`config.mk`:
```
export PLATFORM = sky130hd
export DESIGN_NAME = alarm_slot_table
export DESIGN_NICKNAME = d
export VERILOG_FILES = /design/src/rtl/ast_pkg.sv /design/src/rtl/ast_ctrl.sv /design/src/rtl/ast_dpath.sv /design/src/rtl/alarm_slot_table.sv
export SDC_FILE = /design/constraint.sdc
export NUM_CORES = 1
export LEC_CHECK = 0
export ABC_AREA = 1
export BUFFER_PORTS_ARGS = -buffer_cell sky130_fd_sc_hd__buf_2
export CORE_MARGIN = 3
export CORE_UTILIZATION = 50
export CTS_CLUSTER_SIZE = 28
export DETAILED_ROUTE_END_ITERATION = 16
export GPL_TIMING_DRIVEN = 0
export PLACE_DENSITY_LB_ADDON = 0.25
export SYNTH_ARGS = -nofsm -noshare
export SYNTH_HDL_FRONTEND = slang
export SYNTH_SLANG_ARGS = --single-unit
```
`constraint.sdc`:
```
create_clock -name clock -period 9.85 [get_ports clock]
set_input_delay 2.955 -clock clock [delete_from_list [all_inputs] [get_ports clock]]
set_output_delay 2.955 -clock clock [all_outputs]
set_load 0.02 [all_outputs]
```
`src/rtl/ast_pkg.sv`:
```
`default_nettype none

package ast_pkg;

   // table size and field limits
   localparam int SLOTS       = 16;
   localparam int TAG_WIDTH   = 8;
   localparam int MAX_MESSAGE = 32;
   localparam int RESULT_CAP  = 16;

   localparam int SLOT_W = (SLOTS > 1) ? $clog2(SLOTS) : 1;
   localparam int CNT_W  = $clog2(RESULT_CAP + 1);

   // fixed field widths
   localparam int FUNC_W       = 2;
   localparam int HOUR_W       = 5;
   localparam int MIN_W        = 6;
   localparam int MSG_W        = 8;
   localparam int LEN_W        = 6;
   localparam int STATUS_W     = 3;
   localparam int SLOT_FIELD_W = 4;

   localparam int REQ_DATA_W = 32;
   localparam int RSP_DATA_W = 16;

   // range limits for a set command
   localparam logic [HOUR_W-1:0] HOUR_MAX = 5'd23;
   localparam logic [MIN_W-1:0]  MIN_MAX  = 6'd59;
   localparam logic [LEN_W-1:0]  LEN_MAX  = LEN_W'(MAX_MESSAGE);

   // command codes
   localparam logic [FUNC_W-1:0] FUNC_SET  = 2'd0;
   localparam logic [FUNC_W-1:0] FUNC_FREE = 2'd1;
   localparam logic [FUNC_W-1:0] FUNC_TICK = 2'd2;
   localparam logic [FUNC_W-1:0] FUNC_NONE = 2'd3;

   // result status codes
   localparam logic [STATUS_W-1:0] ST_OK         = 3'd0;
   localparam logic [STATUS_W-1:0] ST_HOUR_BAD   = 3'd1;
   localparam logic [STATUS_W-1:0] ST_MINUTE_BAD = 3'd2;
   localparam logic [STATUS_W-1:0] ST_LENGTH_BAD = 3'd3;
   localparam logic [STATUS_W-1:0] ST_FULL       = 3'd4;
   localparam logic [STATUS_W-1:0] ST_NOT_FOUND  = 3'd5;

   // controller to datapath
   typedef struct packed {
      logic                load;
      logic                step;
      logic                write_slot;
      logic                clear_slot;
      logic                capture;
      logic                set_status;
      logic [STATUS_W-1:0] status;
      logic                push;
      logic                push_last;
   } ast_cmd_type;

   // datapath to controller
   typedef struct packed {
      logic [FUNC_W-1:0]   func;
      logic [STATUS_W-1:0] arg_status;
      logic                hit;
      logic                at_end;
      logic                cap_next;
      logic                pend_fired;
   } ast_stat_type;

endpackage

`default_nettype wire

```
`src/rtl/ast_ctrl.sv`:
```
`default_nettype none

module ast_ctrl (
   input  logic                  clock,
   input  logic                  reset,
   input  logic                  req_tvalid,
   output logic                  req_tready,
   output logic                  rsp_tvalid,
   input  logic                  rsp_tready,
   input  ast_pkg::ast_stat_type stat,
   output ast_pkg::ast_cmd_type  cmd
);

   localparam logic [1:0] S_IDLE = 2'd0;
   localparam logic [1:0] S_SCAN = 2'd1;
   localparam logic [1:0] S_DONE = 2'd2;

   logic [1:0] state_ff;
   logic [1:0] state_in;
   logic       rsp_valid_ff;
   logic       rsp_valid_in;
   logic       out_free;

   // output register can take a beat this cycle
   assign out_free   = !rsp_valid_ff || rsp_tready;
   assign req_tready = (state_ff == S_IDLE);
   assign rsp_tvalid = rsp_valid_ff;

   // next state and datapath commands
   always_comb begin
      cmd          = '0;
      state_in     = state_ff;
      rsp_valid_in = rsp_valid_ff && !rsp_tready;
      unique case (state_ff)
         S_IDLE: begin
            if (req_tvalid) begin
               cmd.load = 1'b1;
               state_in = S_SCAN;
            end
         end
         S_SCAN: begin
            unique case (stat.func)
               ast_pkg::FUNC_SET: begin
                  if (stat.arg_status != ast_pkg::ST_OK) begin
                     cmd.set_status = 1'b1;
                     cmd.status     = stat.arg_status;
                     state_in       = S_DONE;
                  end else if (stat.hit) begin
                     cmd.write_slot = 1'b1;
                     cmd.set_status = 1'b1;
                     cmd.status     = ast_pkg::ST_OK;
                     state_in       = S_DONE;
                  end else if (stat.at_end) begin
                     cmd.set_status = 1'b1;
                     cmd.status     = ast_pkg::ST_FULL;
                     state_in       = S_DONE;
                  end else begin
                     cmd.step = 1'b1;
                  end
               end
               ast_pkg::FUNC_FREE: begin
                  if (stat.hit) begin
                     cmd.clear_slot = 1'b1;
                     cmd.set_status = 1'b1;
                     cmd.status     = ast_pkg::ST_OK;
                     state_in       = S_DONE;
                  end else if (stat.at_end) begin
                     cmd.set_status = 1'b1;
                     cmd.status     = ast_pkg::ST_NOT_FOUND;
                     state_in       = S_DONE;
                  end else begin
                     cmd.step = 1'b1;
                  end
               end
               ast_pkg::FUNC_TICK: begin
                  // a held hit goes out before the next one is captured
                  if (stat.hit) begin
                     if (!stat.pend_fired || out_free) begin
                        if (stat.pend_fired) begin
                           cmd.push      = 1'b1;
                           cmd.push_last = 1'b0;
                           rsp_valid_in  = 1'b1;
                        end
                        cmd.capture    = 1'b1;
                        cmd.clear_slot = 1'b1;
                        if (stat.at_end || stat.cap_next) begin
                           state_in = S_DONE;
                        end else begin
                           cmd.step = 1'b1;
                        end
                     end
                  end else if (stat.at_end) begin
                     state_in = S_DONE;
                  end else begin
                     cmd.step = 1'b1;
                  end
               end
               ast_pkg::FUNC_NONE: begin
                  state_in = S_DONE;
               end
            endcase
         end
         S_DONE: begin
            if (out_free) begin
               cmd.push      = 1'b1;
               cmd.push_last = 1'b1;
               rsp_valid_in  = 1'b1;
               state_in      = S_IDLE;
            end
         end
         default: begin
            state_in = S_IDLE;
         end
      endcase
   end

   // state and result valid
   always_ff @(posedge clock) begin
      if (reset) begin
         state_ff     <= S_IDLE;
         rsp_valid_ff <= 1'b0;
      end else begin
         state_ff     <= state_in;
         rsp_valid_ff <= rsp_valid_in;
      end
   end

endmodule

`default_nettype wire

```
`src/rtl/ast_dpath.sv`:
```
`default_nettype none

module ast_dpath (
   input  logic                                 clock,
   input  logic                                 reset,
   input  ast_pkg::ast_cmd_type                 cmd,
   output ast_pkg::ast_stat_type                stat,
   input  logic [ast_pkg::FUNC_W-1:0]           func,
   input  logic [ast_pkg::HOUR_W-1:0]           hour,
   input  logic [ast_pkg::MIN_W-1:0]            minute,
   input  logic [ast_pkg::MSG_W-1:0]            message_tag,
   input  logic [ast_pkg::LEN_W-1:0]            message_length,
   output logic [ast_pkg::STATUS_W-1:0]         status,
   output logic                                 fired,
   output logic [ast_pkg::SLOT_FIELD_W-1:0]     fired_slot,
   output logic [ast_pkg::MSG_W-1:0]            fired_message,
   output logic                                 last
);

   // latched command
   logic [ast_pkg::FUNC_W-1:0]    func_ff;
   logic [ast_pkg::HOUR_W-1:0]    hour_ff;
   logic [ast_pkg::MIN_W-1:0]     minute_ff;
   logic [ast_pkg::TAG_WIDTH-1:0] tag_ff;
   logic [ast_pkg::LEN_W-1:0]     len_ff;

   // scan position and fire count
   logic [ast_pkg::SLOT_W-1:0] idx_ff;
   logic [ast_pkg::SLOT_W-1:0] idx_in;
   logic [ast_pkg::CNT_W-1:0]  count_ff;

   // held result
   logic [ast_pkg::STATUS_W-1:0]  pend_status_ff;
   logic                          pend_fired_ff;
   logic [ast_pkg::SLOT_W-1:0]    pend_slot_ff;
   logic [ast_pkg::TAG_WIDTH-1:0] pend_msg_ff;

   // slot table
   logic                          valid_ff [ast_pkg::SLOTS];
   logic [ast_pkg::HOUR_W-1:0]    slot_hour_ff [ast_pkg::SLOTS];
   logic [ast_pkg::MIN_W-1:0]     slot_minute_ff [ast_pkg::SLOTS];
   logic [ast_pkg::TAG_WIDTH-1:0] slot_msg_ff [ast_pkg::SLOTS];

   // output register
   logic [ast_pkg::STATUS_W-1:0]     out_status_ff;
   logic                             out_fired_ff;
   logic [ast_pkg::SLOT_FIELD_W-1:0] out_slot_ff;
   logic [ast_pkg::MSG_W-1:0]        out_msg_ff;
   logic                             out_last_ff;

   logic                          cur_valid;
   logic [ast_pkg::HOUR_W-1:0]    cur_hour;
   logic [ast_pkg::MIN_W-1:0]     cur_minute;
   logic [ast_pkg::STATUS_W-1:0]  arg_status;
   logic                          hit;

   // read of the slot under the scan pointer
   assign cur_valid  = valid_ff[idx_ff];
   assign cur_hour   = slot_hour_ff[idx_ff];
   assign cur_minute = slot_minute_ff[idx_ff];

   // operand checks for a set, in priority order
   always_comb begin
      priority if (hour_ff > ast_pkg::HOUR_MAX) begin
         arg_status = ast_pkg::ST_HOUR_BAD;
      end else if (minute_ff > ast_pkg::MIN_MAX) begin
         arg_status = ast_pkg::ST_MINUTE_BAD;
      end else if (len_ff == '0 || len_ff > ast_pkg::LEN_MAX) begin
         arg_status = ast_pkg::ST_LENGTH_BAD;
      end else begin
         arg_status = ast_pkg::ST_OK;
      end
   end

   // per-command slot match
   always_comb begin
      unique case (func_ff)
         ast_pkg::FUNC_SET:  hit = !cur_valid;
         ast_pkg::FUNC_FREE: hit = cur_valid && cur_hour == hour_ff && cur_minute == minute_ff;
         ast_pkg::FUNC_TICK: hit = cur_valid && cur_hour == hour_ff && minute_ff >= cur_minute;
         ast_pkg::FUNC_NONE: hit = 1'b0;
      endcase
   end

   assign idx_in = cmd.load ? '0 : ast_pkg::SLOT_W'(idx_ff + 1'b1);

   // status to controller
   always_comb begin
      stat            = '0;
      stat.func       = func_ff;
      stat.arg_status = arg_status;
      stat.hit        = hit;
      stat.at_end     = (idx_ff == ast_pkg::SLOT_W'(ast_pkg::SLOTS - 1));
      stat.cap_next   = (count_ff == ast_pkg::CNT_W'(ast_pkg::RESULT_CAP - 1));
      stat.pend_fired = pend_fired_ff;
   end

   // command latch, scan pointer and held result
   always_ff @(posedge clock) begin
      if (reset) begin
         func_ff <= ast_pkg::FUNC_NONE;
      end else if (cmd.load) begin
         func_ff <= func;
      end
      if (cmd.load) begin
         hour_ff   <= hour;
         minute_ff <= minute;
         tag_ff    <= ast_pkg::TAG_WIDTH'(message_tag);
         len_ff    <= message_length;
      end
      if (cmd.load || cmd.step) begin
         idx_ff <= idx_in;
      end
      if (cmd.load) begin
         count_ff       <= '0;
         pend_status_ff <= ast_pkg::ST_OK;
         pend_fired_ff  <= 1'b0;
         pend_slot_ff   <= '0;
         pend_msg_ff    <= '0;
      end else if (cmd.capture) begin
         count_ff       <= ast_pkg::CNT_W'(count_ff + 1'b1);
         pend_status_ff <= ast_pkg::ST_OK;
         pend_fired_ff  <= 1'b1;
         pend_slot_ff   <= idx_ff;
         pend_msg_ff    <= slot_msg_ff[idx_ff];
      end else if (cmd.set_status) begin
         pend_status_ff <= cmd.status;
      end
   end

   // slot contents, written only on a set
   always_ff @(posedge clock) begin
      if (cmd.write_slot) begin
         slot_hour_ff[idx_ff]   <= hour_ff;
         slot_minute_ff[idx_ff] <= minute_ff;
         slot_msg_ff[idx_ff]    <= tag_ff;
      end
   end

   // valid bits
   always_ff @(posedge clock) begin
      if (reset) begin
         for (int i = 0; i < ast_pkg::SLOTS; i++) begin
            valid_ff[i] <= 1'b0;
         end
      end else if (cmd.write_slot) begin
         valid_ff[idx_ff] <= 1'b1;
      end else if (cmd.clear_slot) begin
         valid_ff[idx_ff] <= 1'b0;
      end
   end

   // output register
   always_ff @(posedge clock) begin
      if (cmd.push) begin
         out_status_ff <= pend_status_ff;
         out_fired_ff  <= pend_fired_ff;
         out_slot_ff   <= ast_pkg::SLOT_FIELD_W'(pend_slot_ff);
         out_msg_ff    <= ast_pkg::MSG_W'(pend_msg_ff);
         out_last_ff   <= cmd.push_last;
      end
   end

   assign status        = out_status_ff;
   assign fired         = out_fired_ff;
   assign fired_slot    = out_slot_ff;
   assign fired_message = out_msg_ff;
   assign last          = out_last_ff;

endmodule

`default_nettype wire

```
`src/rtl/alarm_slot_table.sv`:
```
// channel   dir  tdata                                     tuser       tlast
// req       in   hour, minute, message_tag, message_length  func        -
// rsp       out  status, fired_slot, fired_message          fired       last
//
// one command at a time: the request beat is taken, the table is scanned one
// slot per cycle through its single read port, a tick holding on a hit while
// the output register holds an untaken beat, and the final beat is pushed;
// a finished beat waits for the output register while the result side stalls.
// reset is synchronous and clears the valid bits and handshake state at once.
// a new request beat is taken while the last result beat still waits.
`default_nettype none

module alarm_slot_table (
   input  logic                             clock,
   input  logic                             reset,
   input  logic                             req_tvalid,
   output logic                             req_tready,
   // hour [4:0], minute [10:5], message_tag [18:11], message_length [24:19]
   input  logic [ast_pkg::REQ_DATA_W-1:0]   req_tdata,
   // func [1:0]
   input  logic [ast_pkg::FUNC_W-1:0]       req_tuser,
   output logic                             rsp_tvalid,
   input  logic                             rsp_tready,
   // status [2:0], fired_slot [6:3], fired_message [14:7]
   output logic [ast_pkg::RSP_DATA_W-1:0]   rsp_tdata,
   // fired [0]
   output logic                             rsp_tuser,
   output logic                             rsp_tlast
);

   ast_pkg::ast_cmd_type  cmd;
   ast_pkg::ast_stat_type stat;

   logic [ast_pkg::STATUS_W-1:0]     status;
   logic                             fired;
   logic [ast_pkg::SLOT_FIELD_W-1:0] fired_slot;
   logic [ast_pkg::MSG_W-1:0]        fired_message;
   logic                             last;

   // controller
   ast_ctrl u_ctrl (
      .clock      (clock),
      .reset      (reset),
      .req_tvalid (req_tvalid),
      .req_tready (req_tready),
      .rsp_tvalid (rsp_tvalid),
      .rsp_tready (rsp_tready),
      .stat       (stat),
      .cmd        (cmd)
   );

   // slot table and result register
   ast_dpath u_dpath (
      .clock          (clock),
      .reset          (reset),
      .cmd            (cmd),
      .stat           (stat),
      .func           (req_tuser),
      .hour           (req_tdata[4:0]),
      .minute         (req_tdata[10:5]),
      .message_tag    (req_tdata[18:11]),
      .message_length (req_tdata[24:19]),
      .status         (status),
      .fired          (fired),
      .fired_slot     (fired_slot),
      .fired_message  (fired_message),
      .last           (last)
   );

   // result beat packing
   assign rsp_tdata = {1'b0, fired_message, fired_slot, status};
   assign rsp_tuser = fired;
   assign rsp_tlast = last;

`ifndef SYNTH
   // one command in flight: no new beat right after one is taken
   assert property (@(posedge clock) disable iff (reset)
      (req_tvalid && req_tready) |=> !req_tready)
      else $error("request taken while a command is in flight");

   // a beat without a fired alarm always closes its command
   assert property (@(posedge clock) disable iff (reset)
      (rsp_tvalid && !rsp_tuser) |-> rsp_tlast)
      else $error("non-fired result without last");

   // a beat without a fired alarm carries no slot or tag
   assert property (@(posedge clock) disable iff (reset)
      (rsp_tvalid && !rsp_tuser) |-> (rsp_tdata[14:3] == 12'd0))
      else $error("non-fired result with slot or tag set");

   // a fired beat always reports ok
   assert property (@(posedge clock) disable iff (reset)
      (rsp_tvalid && rsp_tuser) |-> (rsp_tdata[2:0] == ast_pkg::ST_OK))
      else $error("fired result with error status");
`endif

endmodule

`default_nettype wire

```
# --- Word-level counts from Yosys, hierarchy flattened ---
# Memory sizes are Yosys's and may differ from the RTL's. A register that Yosys moved wholly into a read port is not among the register bits.
# Cells that the tools add are included.
totals:
  ff_bits: 64
  input_bits: 38
  ram_bits: 320
  memories: 4
memory_table:
  columns: ["memory", "depth", "word_bits", "rd", "rd_clocked_by_memory_dff", "wr", "line", "text"]
  rows:
  - ["u_dpath.slot_msg_ff", 16, 8, 1, 1, 1, "ast_dpath.sv:42", "logic [ast_pkg::TAG_WIDTH-1:0] slot_msg_ff [ast_pkg::SLOTS];"]
  - ["u_dpath.slot_minute_ff", 16, 6, 1, 1, 1, "ast_dpath.sv:41", "logic [ast_pkg::MIN_W-1:0] slot_minute_ff [ast_pkg::SLOTS];"]
  - ["u_dpath.slot_hour_ff", 16, 5, 1, 1, 1, "ast_dpath.sv:40", "logic [ast_pkg::HOUR_W-1:0] slot_hour_ff [ast_pkg::SLOTS];"]
  - ["u_dpath.valid_ff", 16, 1, 1, 1, 16, "ast_dpath.sv:39", "logic valid_ff [ast_pkg::SLOTS];"]
classes:
  mux: 68
  add_sub_neg: 2
  bitwise_logic: 1
  n_eq_ne: 13
  magnitude_cmp: 4
  n_reduce_logical: 20
ops:
  columns: ["cell", "count"]
  rows:
  - ["two-way mux 4 bit", 12]
  - ["two-way mux 2 bit", 17]
  - ["two-way mux 1 bit", 28]
  - ["> comparator 6 bit, second input constant", 2]
  - ["two-way mux 8 bit", 1]
  - ["inequality test 4 bit, second input constant", 2]
  - ["case mux 2 bit (4 select lines)", 1]
  - ["case mux 4 bit (2 select lines)", 1]
  - ["== test 2 bit, second input constant", 3]
  - ["== test 6 bit", 1]
  - [">= comparator 6 bit", 1]
  - ["logical NOT 6 bit", 1]
  - ["two-way mux 3 bit", 2]
  - ["case mux 2 bit (3 select lines)", 1]
  - ["adder 5 x 1 -> 5 bit, second input constant", 1]
  - ["== test 5 x 4 -> 1 bit, second input constant", 1]
  - ["== test 5 bit", 1]
  - ["> comparator 5 bit, second input constant", 1]
  - ["logical OR 1 bit", 5]
  - ["adder 4 x 1 -> 4 bit, second input constant", 1]
  - ["== test 2 x 1 -> 1 bit, second input constant", 2]
  - ["== test 4 bit, second input constant", 1]
  - ["logical AND 1 bit", 4]
  - ["logical NOT 1 bit", 4]
  - ["12 further kinds", 14]

# --- Longest topological paths before layout ---
depth:
  depth_word: 16
  mapped_depth: 27
  ltp_nobuf: 22

# --- Cells and area by module ---
# From an unflattened synthesis, not the netlist that was laid out.
unflattened:
  hier_cells: 1375
  hier_area_um2: 16273.1
modules_own_cells:
  columns: ["module", "instances", "cells_per_inst", "seq_area_each_um2", "area_per_inst_um2"]
  rows:
  - ["ast_dpath", 1, 1283, 11531.1, 15728.8]
  - ["ast_ctrl", 1, 90, 60.1, 533.0]
  - ["alarm_slot_table", 1, 2, 0.0, 11.3]

# --- Worst setup path after synthesis ---
# No wires, ideal clock.
synth_path:
  path_type: "input -> register"
  from: "input port req_tvalid"
  to: "register u_dpath.hour_ff[0] in the netlist's numbering (enable)"
  t_arrival_ps: 4027
  setup_ps: 399
  required_ps: 9451
  stages: 3
  path_slack_ps: 5424
  path_cell_list: "nand2_1 > inv_1 > clkbuf_1"
synth_lines:
  columns: ["item", "line", "text"]
  rows:
  - ["from (decl)", "alarm_slot_table.sv:16", "input logic req_tvalid,"]
  - ["to (signal assigned)", "ast_dpath.sv:106", "hour_ff <= hour;"]
  - ["to (decl)", "ast_dpath.sv:22", "logic [ast_pkg::HOUR_W-1:0] hour_ff;"]

==> key figures <==
Floorplanning
  • Die ar.: 34800 um2
  • Io pins: 58
  • Core area: 31900 um2
  • Row cnt: between 60 and 70
  • Starting Density: 0.512
  • Chip width: 187 um
  • Die height: approximately 190 um

GRT
  • GRT met1 Usage: 0.303
  • GR peak layer: met2
  • Largest net degree at the start of global routing: 26
  • GRT Residual Overflow: 0
  • Initial antenna violation count: 0
  • First-pass GRT wire length: 61.8 mm
  • Routing usage on met3: 0.0351
  • Global routing usage on met2: 0.381
  • GRT Overall Usage: 0.230
  • Vias in the first global route: 10917

Pwr
  • Int Pwr: around 0.0031 W
  • Sequential Power Share: 0.443
  • Gate power share: 0.235
  • Leak Pwr: 6.64 nW
  • Peak supply drop: 0.174 mV
  • PwrDens: 241 nW/um2
  • Net Sw Power: about 0.0015 W
  • Sw Share: 0.322
  • Clk pwr share: 0.322

Logic synthesis
  • Post-synth EDFFs: ~370
  • Synth area leader: edfxtp_1
  • Net Count, Synth: 1448
  • Sequential area share after synthesis: 0.711
  • Ys Warns: 0
  • Async S/R FF share, synth: 0
  • Top cells by count, synth: edfxtp_1, nand2_1, nor2_1
  • Most frequent cell after synthesis: edfxtp_1
  • Post-synth top flop: edfxtp_1
  • Mapped Area: 16300 um2
  • Cell variety after synth: 36
  • Post-synthesis register bit count: 396
  • Share of the synthesized area in the top cell type: 0.674
  • Synthesized instance count: 1390
  • Top post-synthesis cells by area: edfxtp_1, nand2_1, o21ai_0
  • Mean area per synthesized cell: 11.7 um2

Cells and area
  • Ratio of cells with drive above 1 in the final layout: 0.114
  • Fillcell total: 2573
  • Area grow syn2layout: 14.5%
  • Antenna diodes: 0
  • Post-Layout Cell Count: 1959
  • Final net count: about 1600
  • Finished Cell Area: 18700 um2

Detailed routing
  • DRT iter0 DRCs: 1146
  • First-pass DRT Iterations: 5
  • WL/cell: just over 20 um
  • Routed Wire Length: between 40 and 50 mm
  • Vias per std cell: 5.56
  • Vias: 10898
  • Residual DRC: 0
  • Routed Antenna Nets: 0

Clock tree
  • Clk root buf: clkbuf_16
  • CTS Hold Buffers Added: 0
  • Worst-Skew Late Latency: 0.56 ns
  • CTS buffer count: 41
  • Post-cts gate resize count: 0
  • Longest Clk Path Bufs: 3
  • CTS tree: yes
  • Clk sinks: a little under 400
  • Setup Buffers After CTS: 0
  • Clock Pin Slew Worst Setup and Hold Paths: 0.06 ns
  • H-Tree Depth: 2

Worst setup path
  • Worst setup path category: register to register
  • Reg2reg end: u_dpath.slot_msg_ff[13][0]
  • Levels on crit path: 27
  • Critical path's largest stage delay: between 0.7 and 0.8 ns
  • Worst Reg-to-Reg Cells: 27
  • Crit path max-delay family: simple AND/OR/NAND/NOR gates
  • R2r setup slk: 4.05 ns
  • Critical path arrival: 6.04 ns
  • CP Data Required Time: 10.10 ns
  • Worst Setup Start Kind: register
  • CP max FO: 11
  • Critical Path End: u_dpath.slot_msg_ff[13][0]
  • Crit. End Element: register
  • Slowest CP cell: nor2_2
  • Crit path buffers/inverters: 9

Timing
  • Final Hold Viols: 0
  • Slew margin rel.: 0.350
  • Slew Viols, Final: 0
  • Hold_ws: 0.430 ns
  • Minimum clock period: just under 6 ns
  • Fmax: between 150 and 200 MHz
  • Worst Clk Skew: 0.0308 ns
  • Tcrit/Tclk final: 0.588
  • RSZ-0062 raised after global routing: no
  • Fin Setup TNS: 0 ns
  • Final setup violation count: 0
  • Final WS setup: approximately 4.1 ns
  • Worst slew pin tran: 0.976 ns

Min path
  • Hold WC Path Type: register to register
  • Worst hold stages: 0

Placed design
  • Cell Area, Placed: between 15000 and 20000 um2
  • Post-place setup slack: 4.20 ns
  • Port Buffers: 49
  • DP Wirelength: approximately 25 mm
  • Routability cong.: 0.877
  • Placed cells: 1885

Job
  • Max cap viols: 0

Outcome
  • Status: complete, no violations
==> state kept, by name, indices dropped and copies added (netlist names), 6 cells and up, named ones only <==
signal / flops
u_dpath.slot_msg_ff: 128
u_dpath.slot_minute_ff: 96
u_dpath.slot_hour_ff: 80
u_dpath.valid_ff: 16
u_dpath.fired_message: 8
u_dpath.pend_msg_ff: 8
u_dpath.tag_ff: 8
u_dpath.len_ff: 6
u_dpath.minute_ff: 6
==> worst min path at each step <==
stage	from	end	slack [ns]
after floorplan	u_dpath.pend_status_ff[0]	u_dpath.status[0]	0.41
final	u_dpath.pend_msg_ff[0]	u_dpath.fired_message[0]	0.43
after detailed placement	u_dpath.pend_msg_ff[4]	u_dpath.fired_message[4]	0.42
after global placement	u_dpath.pend_status_ff[0]	u_dpath.status[0]	0.42
after CTS	u_dpath.pend_msg_ff[0]	u_dpath.fired_message[0]	0.43
after global routing	u_dpath.pend_msg_ff[2]	u_dpath.fired_message[2]	0.44
==> through the flow <==
| stage | utilization | total power (W) |
|---|---|---|
| 2_1_floorplan | - | 0.00270 |
| 3_3_place_gp | 0.536 | 0.00304 |
| 3_5_place_dp | 0.546 | 0.00307 |
| 4_1_cts | 0.586 | 0.00452 |
| 5_1_grt | 0.586 | 0.00472 |
| 6_report | 0.586 | 0.00451 |
==> cell usage in the layout (no fill, tap or decap), drive strengths merged, types with 12 or more instances in the layout <==
master	instances
edfxtp	366
nand2	280
nor2	166
o21ai	141
clkbuf	106
inv	95
buf	88
nand3	87
o22ai	37
dfxtp	30
a21oi	26
o221ai	20
ha	20
clkinv	16
nor3	13
nand4	12
==> metal layers <==
layer  vias up  share of wire  wire (um)
met5         -              0          0
met4         0          0.042       1700
met3       118          0.073       2950
met2       481           0.48      19300
met1      5187           0.41      16300
li1       5112              -          -
==> worst register-to-register path: cells and delay by family, from the launching register on <==
family	cells	cell delay, ns
adders and majority gates	1	0.29
and+or+nand+nor	14	2.23
DFF	1	0.32
AOI/OAI and AO/OA	3	0.61
buffers and inverters	9	2.05
==> final cells by class <==
class                      count  area [um2]  area share
buffer                        79         430      0.0231
clock buffer                  55        1090      0.0583
clock inverter                19         176     0.00945
inverter                      94         354      0.0190
multi-input combinational    821        4010       0.215
sequential                   396       11600       0.621
tap                          435         544      0.0291
timing repair buffer          60         478      0.0256
==> logic make-up after synthesis <==
kind of cell    after synthesis  share of synthesized area
simple gates                560                      0.142
flops                       396                      0.711
compound gates              238                     0.0829
buf+inv                     173                     0.0480
fa+ha+maj                    20                     0.0153
xor+xnor                      2                    0.00107
other cells                   1                   0.000230
==> power groups by stage <==
stage          Combinational [W]  Sequential (W)  Clock [W]
3_3_place_gp             0.00101         0.00203          0
2_1_floorplan           0.000689         0.00201          0
4_1_cts                  0.00105         0.00200    0.00148
5_1_grt                  0.00117         0.00201    0.00154
3_5_place_dp             0.00104         0.00203          0
6_report                 0.00106         0.00200    0.00145
(Power assumes the default switching activity.)
